[src/bffa_pkg.sv]
`timescale 1ns / 1ps
// ----------------------------------------------------------------------------
// bffa_pkg
// Shared types, codes and defaults for the bitmap first-fit allocator.
// ----------------------------------------------------------------------------
package bffa_pkg;

    localparam int CHUNK_BYTES_DEF = 16;
    localparam int MAP_WORDS_DEF   = 8;
    localparam int TABLE_DEPTH_DEF = 32;

    localparam int ENTRY_W = 24;

    localparam logic [1:0] OP_ALLOC = 2'd0;
    localparam logic [1:0] OP_FREE  = 2'd1;
    localparam logic [1:0] OP_QUERY = 2'd2;

    localparam logic [2:0] ST_OK       = 3'd0;
    localparam logic [2:0] ST_NO_SPACE = 3'd1;
    localparam logic [2:0] ST_FULL     = 3'd2;
    localparam logic [2:0] ST_NOTFOUND = 3'd3;
    localparam logic [2:0] ST_ZERO     = 3'd4;

    localparam logic REG_WORDS_IN_USE = 1'b0;
    localparam logic REG_MAX_OBJECTS  = 1'b1;

    typedef struct packed {
        logic [1:0]  op;
        logic [15:0] size_bytes;
        logic [7:0]  chunk_offset;
    } t_in_word;

    typedef struct packed {
        logic [2:0]  status;
        logic [7:0]  found_offset;
        logic [15:0] object_bytes;
    } t_out_word;

    typedef struct packed {
        logic [3:0] words_in_use;
        logic [5:0] max_objects;
    } t_cfg;

endpackage

[src/bffa_ram.sv]
`timescale 1ns / 1ps
// ----------------------------------------------------------------------------
// bffa_ram
// Generic single-write, single-read RAM with registered read data.
// ----------------------------------------------------------------------------
module bffa_ram #(
    parameter int WIDTH = 24,
    parameter int DEPTH = 32,
    parameter int AW    = (DEPTH > 1) ? $clog2(DEPTH) : 1
) (
    input  logic             i_clk,
    input  logic             i_we,
    input  logic [AW-1:0]    i_waddr,
    input  logic [WIDTH-1:0] i_wdata,
    input  logic [AW-1:0]    i_raddr,
    output logic [WIDTH-1:0] o_rdata
);

    logic [WIDTH-1:0] r_mem [DEPTH];
    logic [WIDTH-1:0] r_rdata;

    always_ff @(posedge i_clk) begin
        if (i_we) begin
            r_mem[i_waddr] <= i_wdata;
        end
        r_rdata <= r_mem[i_raddr];
    end

    assign o_rdata = r_rdata;

endmodule

[src/bffa_regs.sv]
`timescale 1ns / 1ps
// ----------------------------------------------------------------------------
// bffa_regs
// APB register file: region size in bitmap words and object table limit.
// ----------------------------------------------------------------------------
module bffa_regs
    import bffa_pkg::*;
(
    input  logic        i_clk,
    input  logic        i_rst_n,
    input  logic        psel,
    input  logic        penable,
    input  logic        pwrite,
    input  logic [2:0]  paddr,
    input  logic [31:0] pwdata,
    output logic [31:0] prdata,
    output logic        pready,
    output t_cfg        o_cfg
);

    t_cfg r_cfg;
    logic s_wr;

    assign pready = 1'b1;
    assign s_wr   = psel & penable & pwrite & pready;

    always_ff @(posedge i_clk) begin
        if (!i_rst_n) begin
            r_cfg.words_in_use <= 4'd8;
            r_cfg.max_objects  <= 6'd32;
        end else if (s_wr) begin
            if (paddr[2] == REG_WORDS_IN_USE) begin
                r_cfg.words_in_use <= pwdata[3:0];
            end else begin
                r_cfg.max_objects <= pwdata[5:0];
            end
        end
    end

    always_comb begin
        if (paddr[2] == REG_MAX_OBJECTS) begin
            prdata = {26'd0, r_cfg.max_objects};
        end else begin
            prdata = {28'd0, r_cfg.words_in_use};
        end
    end

    assign o_cfg = r_cfg;

endmodule

[src/bitmap_first_fit_allocator_unit.sv]
`timescale 1ns / 1ps
// ----------------------------------------------------------------------------
// bitmap_first_fit_allocator_unit
// First-fit chunk allocator over a used-chunk bitmap and an object table.
// ----------------------------------------------------------------------------
// Usage: present a word on i_in_data with i_in_valid; it is taken on a cycle
// where o_in_stall is low. op allocate rounds size_bytes up to chunks and
// marks the lowest free run; free and query look chunk_offset up in the
// object table. One result word comes out on o_out_data with o_out_valid and
// holds until a cycle where i_out_stall is low; the next word is taken the
// cycle after that.
// Steps: one bitmap bit is examined per cycle, so allocate scans the region
// chunk by chunk and then marks the found run one chunk at a time. Free and
// query read each table entry searched from the RAM and then compare it; free
// then moves the last entry into the hole and clears the object's chunks one
// by one. Zero size and table full answer the cycle after the word is taken;
// no space and not found answer once the scan or search ends.
// Reset clears the bitmap and the object count at once; the table RAM needs no
// clearing since only entries below the count are read. Configuration goes through
// the APB port while the block is idle; the user must ensure this, the block does not.
// ----------------------------------------------------------------------------
module bitmap_first_fit_allocator_unit
    import bffa_pkg::*;
#(
    parameter int CHUNK_BYTES = CHUNK_BYTES_DEF,
    parameter int MAP_WORDS   = MAP_WORDS_DEF,
    parameter int TABLE_DEPTH = TABLE_DEPTH_DEF
) (
    input  logic        i_clk,
    input  logic        i_rst_n,
    input  logic        i_in_valid,
    output logic        o_in_stall,
    input  t_in_word    i_in_data,
    output logic        o_out_valid,
    input  logic        i_out_stall,
    output t_out_word   o_out_data,
    input  logic        psel,
    input  logic        penable,
    input  logic        pwrite,
    input  logic [2:0]  paddr,
    input  logic [31:0] pwdata,
    output logic [31:0] prdata,
    output logic        pready
);

    localparam int PHYS_WORDS = (MAP_WORDS > 8) ? 8 : MAP_WORDS;
    localparam int MAP_BITS   = PHYS_WORDS * 32;
    localparam int IDX_W      = $clog2(MAP_BITS);
    localparam int AW         = (TABLE_DEPTH > 1) ? $clog2(TABLE_DEPTH) : 1;
    localparam int CNT_W      = $clog2(TABLE_DEPTH + 1);
    localparam int ACC_RAW    = $clog2((MAP_BITS + 1) * CHUNK_BYTES + 1) + 1;
    localparam int ACC_W      = (ACC_RAW > 17) ? ACC_RAW : 17;

    localparam logic [3:0] S_IDLE = 4'd0;
    localparam logic [3:0] S_SCAN = 4'd1;
    localparam logic [3:0] S_MARK = 4'd2;
    localparam logic [3:0] S_TRD  = 4'd3;
    localparam logic [3:0] S_TCMP = 4'd4;
    localparam logic [3:0] S_MOVE = 4'd5;
    localparam logic [3:0] S_CLR  = 4'd6;
    localparam logic [3:0] S_DONE = 4'd7;

    t_cfg s_cfg;

    logic [3:0]          r_state, n_state;
    logic [1:0]          r_op, n_op;
    logic [15:0]         r_bytes, n_bytes;
    logic [7:0]          r_off, n_off;
    logic [8:0]          r_idx, n_idx;
    logic [8:0]          r_run, n_run;
    logic [7:0]          r_start, n_start;
    logic [ACC_W-1:0]    r_acc, n_acc;
    logic [CNT_W-1:0]    r_cnt, n_cnt;
    logic [CNT_W-1:0]    r_k, n_k;
    logic [AW-1:0]       r_e, n_e;
    logic [15:0]         r_sz, n_sz;
    t_out_word           r_res, n_res;
    logic [MAP_BITS-1:0] r_map, n_map;

    logic                s_we;
    logic [AW-1:0]       s_waddr;
    logic [ENTRY_W-1:0]  s_wdata;
    logic [AW-1:0]       s_raddr;
    logic [ENTRY_W-1:0]  s_rdata;

    logic [CNT_W-1:0]    s_last;
    logic [ACC_W-1:0]    s_acc_inc;
    logic [7:0]          s_start;
    logic                s_full;
    logic [ACC_W-1:0]    s_chunk;

    bffa_regs u_regs (
        .i_clk   (i_clk),
        .i_rst_n (i_rst_n),
        .psel    (psel),
        .penable (penable),
        .pwrite  (pwrite),
        .paddr   (paddr),
        .pwdata  (pwdata),
        .prdata  (prdata),
        .pready  (pready),
        .o_cfg   (s_cfg)
    );

    bffa_ram #(
        .WIDTH (ENTRY_W),
        .DEPTH (TABLE_DEPTH),
        .AW    (AW)
    ) u_table (
        .i_clk   (i_clk),
        .i_we    (s_we),
        .i_waddr (s_waddr),
        .i_wdata (s_wdata),
        .i_raddr (s_raddr),
        .o_rdata (s_rdata)
    );

    assign s_chunk   = ACC_W'(CHUNK_BYTES);
    assign s_last    = r_cnt - 1'b1;
    assign s_acc_inc = r_acc + s_chunk;
    assign s_start   = (r_run == 9'd0) ? r_idx[7:0] : r_start;
    assign s_full    = (10'(r_cnt) >= 10'(s_cfg.max_objects))
                     || (10'(r_cnt) >= 10'(TABLE_DEPTH));

    always_comb begin
        n_state = r_state;
        n_op    = r_op;
        n_bytes = r_bytes;
        n_off   = r_off;
        n_idx   = r_idx;
        n_run   = r_run;
        n_start = r_start;
        n_acc   = r_acc;
        n_cnt   = r_cnt;
        n_k     = r_k;
        n_e     = r_e;
        n_sz    = r_sz;
        n_res   = r_res;
        n_map   = r_map;
        s_we    = 1'b0;
        s_waddr = r_e;
        s_wdata = s_rdata;
        s_raddr = r_k[AW-1:0];

        unique case (r_state)
            S_IDLE: begin
                if (i_in_valid) begin
                    n_op               = i_in_data.op;
                    n_bytes            = i_in_data.size_bytes;
                    n_off              = i_in_data.chunk_offset;
                    n_res.status       = ST_NOTFOUND;
                    n_res.found_offset = i_in_data.chunk_offset;
                    n_res.object_bytes = 16'd0;
                    n_idx              = 9'd0;
                    n_run              = 9'd0;
                    n_acc              = '0;
                    n_k                = '0;
                    priority if (i_in_data.op == OP_ALLOC) begin
                        priority if (i_in_data.size_bytes == 16'd0) begin
                            n_res.status = ST_ZERO;
                            n_state      = S_DONE;
                        end else if (s_full) begin
                            n_res.status = ST_FULL;
                            n_state      = S_DONE;
                        end else begin
                            n_state = S_SCAN;
                        end
                    end else if (i_in_data.op == OP_FREE || i_in_data.op == OP_QUERY) begin
                        n_state = S_TRD;
                    end else begin
                        n_state = S_DONE;
                    end
                end
            end
            S_SCAN: begin
                if (r_idx[8:5] >= s_cfg.words_in_use || r_idx >= 9'(MAP_BITS)) begin
                    n_res.status = ST_NO_SPACE;
                    n_state      = S_DONE;
                end else if (r_map[r_idx[IDX_W-1:0]]) begin
                    // used chunk: restart the run
                    n_run = 9'd0;
                    n_acc = '0;
                    n_idx = r_idx + 9'd1;
                end else begin
                    n_start = s_start;
                    n_run   = r_run + 9'd1;
                    n_acc   = s_acc_inc;
                    if (s_acc_inc >= {{(ACC_W-16){1'b0}}, r_bytes}) begin
                        n_idx   = {1'b0, s_start};
                        n_state = S_MARK;
                    end else begin
                        n_idx = r_idx + 9'd1;
                    end
                end
            end
            S_MARK: begin
                n_map[r_idx[IDX_W-1:0]] = 1'b1;
                n_idx = r_idx + 9'd1;
                n_run = r_run - 9'd1;
                if (r_run == 9'd1) begin
                    s_we               = 1'b1;
                    s_waddr            = r_cnt[AW-1:0];
                    s_wdata            = {r_start, r_bytes};
                    n_cnt              = r_cnt + 1'b1;
                    n_res.status       = ST_OK;
                    n_res.found_offset = r_start;
                    n_res.object_bytes = r_bytes;
                    n_state            = S_DONE;
                end
            end
            S_TRD: begin
                if (r_k >= r_cnt) begin
                    n_state = S_DONE;
                end else begin
                    s_raddr = r_k[AW-1:0];
                    n_state = S_TCMP;
                end
            end
            S_TCMP: begin
                if (s_rdata[23:16] == r_off) begin
                    n_sz = s_rdata[15:0];
                    n_e  = r_k[AW-1:0];
                    if (r_op == OP_QUERY) begin
                        n_res.status       = ST_OK;
                        n_res.object_bytes = s_rdata[15:0];
                        n_state            = S_DONE;
                    end else begin
                        // fetch the last entry to fill the hole
                        s_raddr = s_last[AW-1:0];
                        n_state = S_MOVE;
                    end
                end else begin
                    n_k     = r_k + 1'b1;
                    n_state = S_TRD;
                end
            end
            S_MOVE: begin
                s_we    = 1'b1;
                s_waddr = r_e;
                s_wdata = s_rdata;
                n_cnt   = s_last;
                n_idx   = {1'b0, r_off};
                n_acc   = '0;
                n_state = S_CLR;
            end
            S_CLR: begin
                if (r_acc >= {{(ACC_W-16){1'b0}}, r_sz} || r_idx >= 9'(MAP_BITS)) begin
                    n_res.status       = ST_OK;
                    n_res.object_bytes = r_sz;
                    n_state            = S_DONE;
                end else begin
                    n_map[r_idx[IDX_W-1:0]] = 1'b0;
                    n_acc = s_acc_inc;
                    n_idx = r_idx + 9'd1;
                end
            end
            S_DONE: begin
                if (!i_out_stall) begin
                    n_state = S_IDLE;
                end
            end
            default: begin
                n_state = S_IDLE;
            end
        endcase
    end

    always_ff @(posedge i_clk) begin
        if (!i_rst_n) begin
            r_state <= S_IDLE;
            r_cnt   <= '0;
            r_map   <= '0;
        end else begin
            r_state <= n_state;
            r_cnt   <= n_cnt;
            r_map   <= n_map;
        end
    end

    always_ff @(posedge i_clk) begin
        r_op    <= n_op;
        r_bytes <= n_bytes;
        r_off   <= n_off;
        r_idx   <= n_idx;
        r_run   <= n_run;
        r_start <= n_start;
        r_acc   <= n_acc;
        r_k     <= n_k;
        r_e     <= n_e;
        r_sz    <= n_sz;
        r_res   <= n_res;
    end

    assign o_in_stall  = (r_state != S_IDLE);
    assign o_out_valid = (r_state == S_DONE);
    assign o_out_data  = r_res;

endmodule

[config.mk]
export PLATFORM = sky130hd
export DESIGN_NAME = bitmap_first_fit_allocator_unit
export DESIGN_NICKNAME = d
export VERILOG_FILES = /design/src/bffa_pkg.sv /design/src/bffa_ram.sv /design/src/bffa_regs.sv /design/src/bitmap_first_fit_allocator_unit.sv
export SDC_FILE = /design/constraint.sdc
export NUM_CORES = 2
export LEC_CHECK = 0
export BUFFER_PORTS_ARGS = -buffer_cell sky130_fd_sc_hd__buf_2
export CORE_AREA = 2 2 342 344
export CTS_CLUSTER_SIZE = 24
export DETAILED_ROUTE_END_ITERATION = 12
export DIE_AREA = 0 0 344 346
export SLEW_MARGIN = 20
export SYNTH_ARGS = -nofsm -noshare
export SYNTH_HDL_FRONTEND = slang
export SYNTH_SLANG_ARGS = --single-unit
[constraint.sdc]
create_clock -name i_clk -period 4.7 [get_ports i_clk]
set_input_delay 0.94 -clock i_clk [delete_from_list [all_inputs] [get_ports i_clk]]
set_output_delay 0.94 -clock i_clk [all_outputs]
set_load 0.05 [all_outputs]
# Word level (Yosys, flattened, before mapping)
# Memories as Yosys holds them, arrays and structs flattened. A register that Yosys moved wholly into a read port is not among the register bits.
# Index checks and enable logic that the tools add are counted.
# totals
in_bits	68
register_bits	399
mem_count	1
output_inout_bits	62
word_cells	169
mem_bits_rw	768
# classes
muxes	68
eq_ne	24
reduce_logical	34
addsub	7
bitwise_logic	8
order_cmp	9
# mem_list
name	words	width	rd	rd_clocked_by_memory_dff	wr	line	rtl
u_table.r_mem	32	24	1	1	1	bffa_ram.sv:19	logic [WIDTH-1:0] r_mem [DEPTH];
# ops
cell	n
256-bit case mux with 2 select lines	1
256-bit AND	1
256-bit 2-to-1 mux	1
256-bit inverter	1
256-bit OR	1
17-bit 2-to-1 mux	4
17-bit case mux with 4 select lines	1
16-bit case mux with 4 select lines	1
9-bit 2-to-1 mux	7
27-bit 2-to-1 mux	2
16-bit 2-to-1 mux	3
24-bit 2-to-1 mux	2
9-bit case mux with 5 select lines	1
17-bit by 16-bit greater-or-equal comparator with 1-bit output	2
4-bit 2-to-1 mux	8
4-bit case mux with 8 select lines	1
3-bit 2-to-1 mux	10
9-bit case mux with 3 select lines	1
5-bit 2-to-1 mux	5
6-bit 2-to-1 mux	4
6-bit case mux with 2 select lines	2
2-bit inequality test, second input constant	10
9-bit by 1-bit adder with 9-bit output, second input constant	2
17-bit by 5-bit adder with 17-bit output, second input constant	1
42 further kinds	78

# Depth between registers and ports, before layout
# logic_depth
ltp_word	8
depth_mapped	14
ltp_nobuf	13

# Cells and area by module
# A second synthesis with hierarchy kept.
# unflattened
hier_cells	4036
area_unflattened_um2	51255.4
# modules_own_cells
module	n_inst	area_each_um2	cells_each	seq_area_each_um2
bffa_ram	1	30480.5	1711	23542.6
bitmap_first_fit_allocator_unit	1	20070.5	2248	8878.5
bffa_regs	1	704.4	77	200.2

# Worst setup path after synthesis
# Ideal clock, no wire load.
# synth_path
path_kind	reg2reg
start	register r_run[3]
end	memory u_table.r_mem[0][4] (data pin)
path_buffers	3
arrival_ps	3013
synth_period_minus_slack_ps	3467
path_stages_with_launch	8
required_time_ps	4246
slack_ps	1233
setup_ps	454
cell_sequence	edfxtp_1 -> clkbuf_1 -> nor3_1 -> nand4_1 -> or3_1 -> clkbuf_1 -> clkbuf_1 -> o21ai_0
# synth_between
elab_chain_len	3
# synth_lines
element	line	rtl
from (decl)	bitmap_first_fit_allocator_unit.sv:70	logic [8:0] r_run, n_run;
from (signal assigned)	bitmap_first_fit_allocator_unit.sv:285	r_run <= n_run;
9-bit by 1-bit == test with 1-bit output	bitmap_first_fit_allocator_unit.sv:200	if (r_run == 9'd1) begin
24-bit 2-to-1 mux	bitmap_first_fit_allocator_unit.sv:200	
24-bit 2-to-1 mux	bitmap_first_fit_allocator_unit.sv:145	unique case (r_state)
named net s_wdata[4]	bitmap_first_fit_allocator_unit.sv:82	logic [ENTRY_W-1:0] s_wdata;
to (decl)	bffa_ram.sv:19	
# The timed path passes the listed nets, and every way through them passes these cells.

# Final worst setup path
# layout_path
start	register r_idx[2]
end	register r_acc[4] (data pin)
# layout_between
elab_chain_len	5
# layout_lines
element	line	rtl
from (decl)	bitmap_first_fit_allocator_unit.sv:69	logic [8:0] r_idx, n_idx;
from (signal assigned)	bitmap_first_fit_allocator_unit.sv:284	r_idx <= n_idx;
1-bit binary-select mux with 8-bit select	bitmap_first_fit_allocator_unit.sv:179	end else if (r_map[r_idx[IDX_W-1:0]]) begin
1-bit 2-to-1 mux (implied by the code)	bitmap_first_fit_allocator_unit.sv:179	
17-bit 2-to-1 mux	bitmap_first_fit_allocator_unit.sv:179	
17-bit 2-to-1 mux	bitmap_first_fit_allocator_unit.sv:176	if (r_idx[8:5] >= s_cfg.words_in_use || r_idx >= 9'(MAP_BITS)) begin
17-bit case mux with 4 select lines	bitmap_first_fit_allocator_unit.sv:145	
named net n_acc[4]	bitmap_first_fit_allocator_unit.sv:72	logic [ACC_W-1:0] r_acc, n_acc;
to (signal assigned)	bitmap_first_fit_allocator_unit.sv:287	r_acc <= n_acc;
to (decl)	bitmap_first_fit_allocator_unit.sv:72	
# The timed path passes the listed nets, and every way through them passes these cells. The select of a mux whose other input is x is not followed.
# A chain may end at the register's enable or synchronous reset.

==> metrics.md <==
| Metric | Value |
|---|---|
| Num CTS Buffers | `119` |
| Antenna violations before repair | `2` |
| Buffer depth of the longest clock path | `3` |
| Most frequent cells in the layout | `887 x edfxtp_1, 619 x nand2_1, 299 x dfxtp_1` |
| Inst Count DP | `5,766` |
| Fin crit share | `90.32%` |
| Hold Crit Class | `in2reg` |
| Arr. time, crit path | `4.84 ns` |
| Share of flip-flops with an asynchronous set or reset | `0%` |
| Post-synthesis adder-cell area fraction | `1.305%` |
| Critical Path RT | `5.30 ns` |
| CTS resizes | `0` |
| Routed WL per cell | `23.93 microns` |
| Post-synthesis instance total | `4,293` |
| Routed WL | `143,400 microns` |
| Post-synth EDFFs | `887` |
| DRC | `0` |
| # hold bufs at CTS | `0` |
| DRT iter0 DRCs | `3,284` |
| Clock Skew | `0.06148 ns` |
| Synth Area in XOR/XNOR | `0.6792%` |
| Global route total overflow | `0` |
| Hold Vio Cnt, Final | `0` |
| FP Rows | `125` |
| Syn Area/Cell | `12.02 sq um` |
| Clk_lat worst skew | `0.75 ns` |
| Vias per std cell | `5.809` |
| Filler cell count in the final layout | `10.04k` |
| Largest net degree at the start of global routing | `173` |
| Root buffer cell | `clkbuf_16` |
| Mux share of post-synthesis cell area | `8.184%` |
| CP Max Fanout | `16` |
| Fin crit period | `4.245 ns` |
| Post-synthesis register bit count | `1,186` |
| Ports | `130` |
| Final setup TNS | `0 ns` |
| I/O Buffers | `74` |
| Max_cap viols | `0` |
| Initial core utilization | `44.69%` |
| Tightest Pin Transition | `1.125 ns` |
| Total Routing Usage GR | `23.74%` |
| Critical Path Source Type | `flop` |
| Ys Warns | `0` |
| RSZ-0062 raised after global routing | `no` |
| Reg area | `32,620 sq um` |
| Slew HR | `25.01%` |
| Pwr Density | `579.3 nW/um^2` |
| Die area | `119,000 sq um` |
| Postcts setup bufs | `0` |
| Reg2Reg Setup Slack | `0.46 ns` |
| Leak | `0.02056 uW` |
| CTS tree | `done` |
| Maximum clock frequency | `235.6 MHz` |
| Final RePlAce weighted congestion | `0.8684` |
| Core ar. | `115,400 sq um` |
| Yosys cell types | `71` |
| Clock slew at reported path FFs | `0.06 ns` |
| Setup Crit Path Kind | `reg2reg` |
| First-pass GRT wire length | `214,300 microns` |
| Slew Viols, Final | `0` |
| Mapped cell area | `51,580 sq um` |
| Area of the multi-input gates | `17,660 sq um` |
| Run status | `completed` |
| DP HPWL | `85,920 microns` |
| Die X | `344 microns` |
| Post-synthesis sequential area ratio | `63.24%` |
| Worst hold slack | `0.3823 ns` |
| Clk sinks | `1,186` |
| Synth Area in Simple Gates | `12.21%` |
| Final nets | `4,484` |
| Primary FF master, synth | `edfxtp_1` |
| Fin area | `58,590 sq um` |
| Post-DP Area | `54,540 sq um` |
| Synth Area in Compound Gates | `10.95%` |
| Post-Layout Cell Count | `5,991` |
| ANT cells | `0` |
| Largest family of logic cells by synthesized area | `simple AND/OR/NAND/NOR gates` |
| H-tree levels | `3` |
| Vias | `34.80k` |
| Layout cells sized above 1 | `14.22%` |
| Number of global-route vias before repair | `33.50k` |
| Final setup viols | `0` |
| Setup crit end kind | `flop` |
| Area grow syn2layout | `13.58%` |
| Power Total | `33,940 uW` |
| TritonRoute pass-1 iters | `5` |
| Maximum VDD drop | `0.0003681 V` |
| Most common library cell in the layout ignoring fill and taps | `edfxtp_1` |
| Routed Antenna Nets | `0` |
| Die Y-Extent | `346 microns` |
==> synthesized netlist by cell type, types with 11 or more instances <==
cell,instances,area [sq um]
o32ai_1,24,210.2
o21bai_1,17,127.6
a22oi_1,20,150.1
buf_2,59,295.3
and2_1,36,225.2
a31oi_1,55,344.1
clkbuf_1,224,840.8
nand4_1,17,106.4
nor2b_1,46,287.8
ha_1,53,663.1
and3_1,94,588.1
nor3b_1,26,195.2
nor2_1,230,863.3
o21ai_0,240,1201
xnor2_1,28,245.2
inv_1,56,210.2
nand2_1,627,2354
nor3_1,51,255.2
mux2_2,57,641.9
a311oi_1,48,420.4
nand3_1,230,1151
a211oi_1,79,593.1
o311a_1,16,160.2
buf_1,11,41.29
edfxtp_1,887,26640
a21oi_1,188,940.9
o21a_1,11,82.58
a21boi_0,82,615.6
dfxtp_1,299,5986
xor2_1,12,105.1
a21o_1,14,105.1
buf_4,43,322.8
a221oi_1,28,245.2
nand2b_1,11,68.82
mux4_2,61,1374
mux2i_1,219,2192
==> critical path, cell delays in order, from the launching register on <==
cell and delay, ns:
edfxtp_1 1.09, buf_4 0.28, mux4_2 0.30, mux2_2 0.27, o22a_1 0.17, a31oi_1 0.23
o21ai_1 0.15, o22a_1 0.27, nor2_1 0.74, buf_4 0.34, nor2_1 0.09, nor2_1 0.14
==> state kept, by name, summed over array words and instances (netlist names) <==
signal and flops:
u_table.r_mem 768, r_map 256, o_out_data 27, u_table.o_rdata 24, r_bytes 16, r_sz 16, r_acc 13, u_regs.o_cfg 10
r_idx 9, r_run 9, r_off 8, r_start 8, r_cnt 6, r_k 6, r_e 5, r_state 3
r_op 2
==> layout make-up <==
cell class              count  area share [%]
clock inverters            68           1.333
inverters                  58          0.3716
clock buffers             157           5.548
flip-flops and latches   1186           55.68
well taps                1524           3.255
repair buffers            265           3.667
multi-input cells        2733           30.15
==> final timing paths <==
| check | startpoint | end | depth (start not counted) |
|---|---|---|---|
| setup / recovery | r_idx[2]$_DFFE_PP_ | r_acc[4]$_DFFE_PP_ | 11 |
| hold / removal | i_in_data[17] | r_bytes[9]$_DFFE_PP_ | 1 |
| setup reg to reg | r_idx[2]$_DFFE_PP_ | r_acc[4]$_DFFE_PP_ | 11 |
| hold reg to reg | r_map[79]$_SDFFE_PN0P_ | r_map[79]$_SDFFE_PN0P_ | 2 |
==> through the flow <==
step	setup WS [ns]	util (%)
floorplan	1.233	-
global placement	0.5579	47.25
detailed placement	0.5407	47.25
CTS	0.5172	50.75
global route	0.2471	50.76
finish	0.4551	50.76
==> power breakdown <==
part           switching, uW  leakage, uW  internal [uW]
registers                682       0.0104          13000
logic                   7130      0.00815           3330
clock network           4150      0.00197           5600
==> per-layer routing <==
| layer | routed length (microns) | part of all wire, % | GRT usage, % | vias to the layer above |
|---|---|---|---|---|
| met1 | 60150 | 42 | 31.54 | 17440 |
| met2 | 70890 | 49 | 39.83 | 1078 |
| met3 | 7631 | 5.3 | 3.310 | 273 |
| met4 | 4684 | 3.3 | 8.128 | 2 |
| li1 | - | - | - | 16009 |
| met5 | 10 | 0.0070 | 0 | - |
==> cells by family (layout without fill, tap and decap cells) <==
family | Yosys count | count (layout)
AND/OR/NAND/NOR | 1396 | 1396
flip-flops | 1186 | 1186
AO/OA/AOI/OAI | 878 | 878
buffers and inverters | 399 | 548
multiplexers | 338 | 338
adder cells (fa/ha/maj) | 54 | 54
XOR/XNOR | 40 | 40
other | 2 | 27
(Power assumes the default switching activity.)
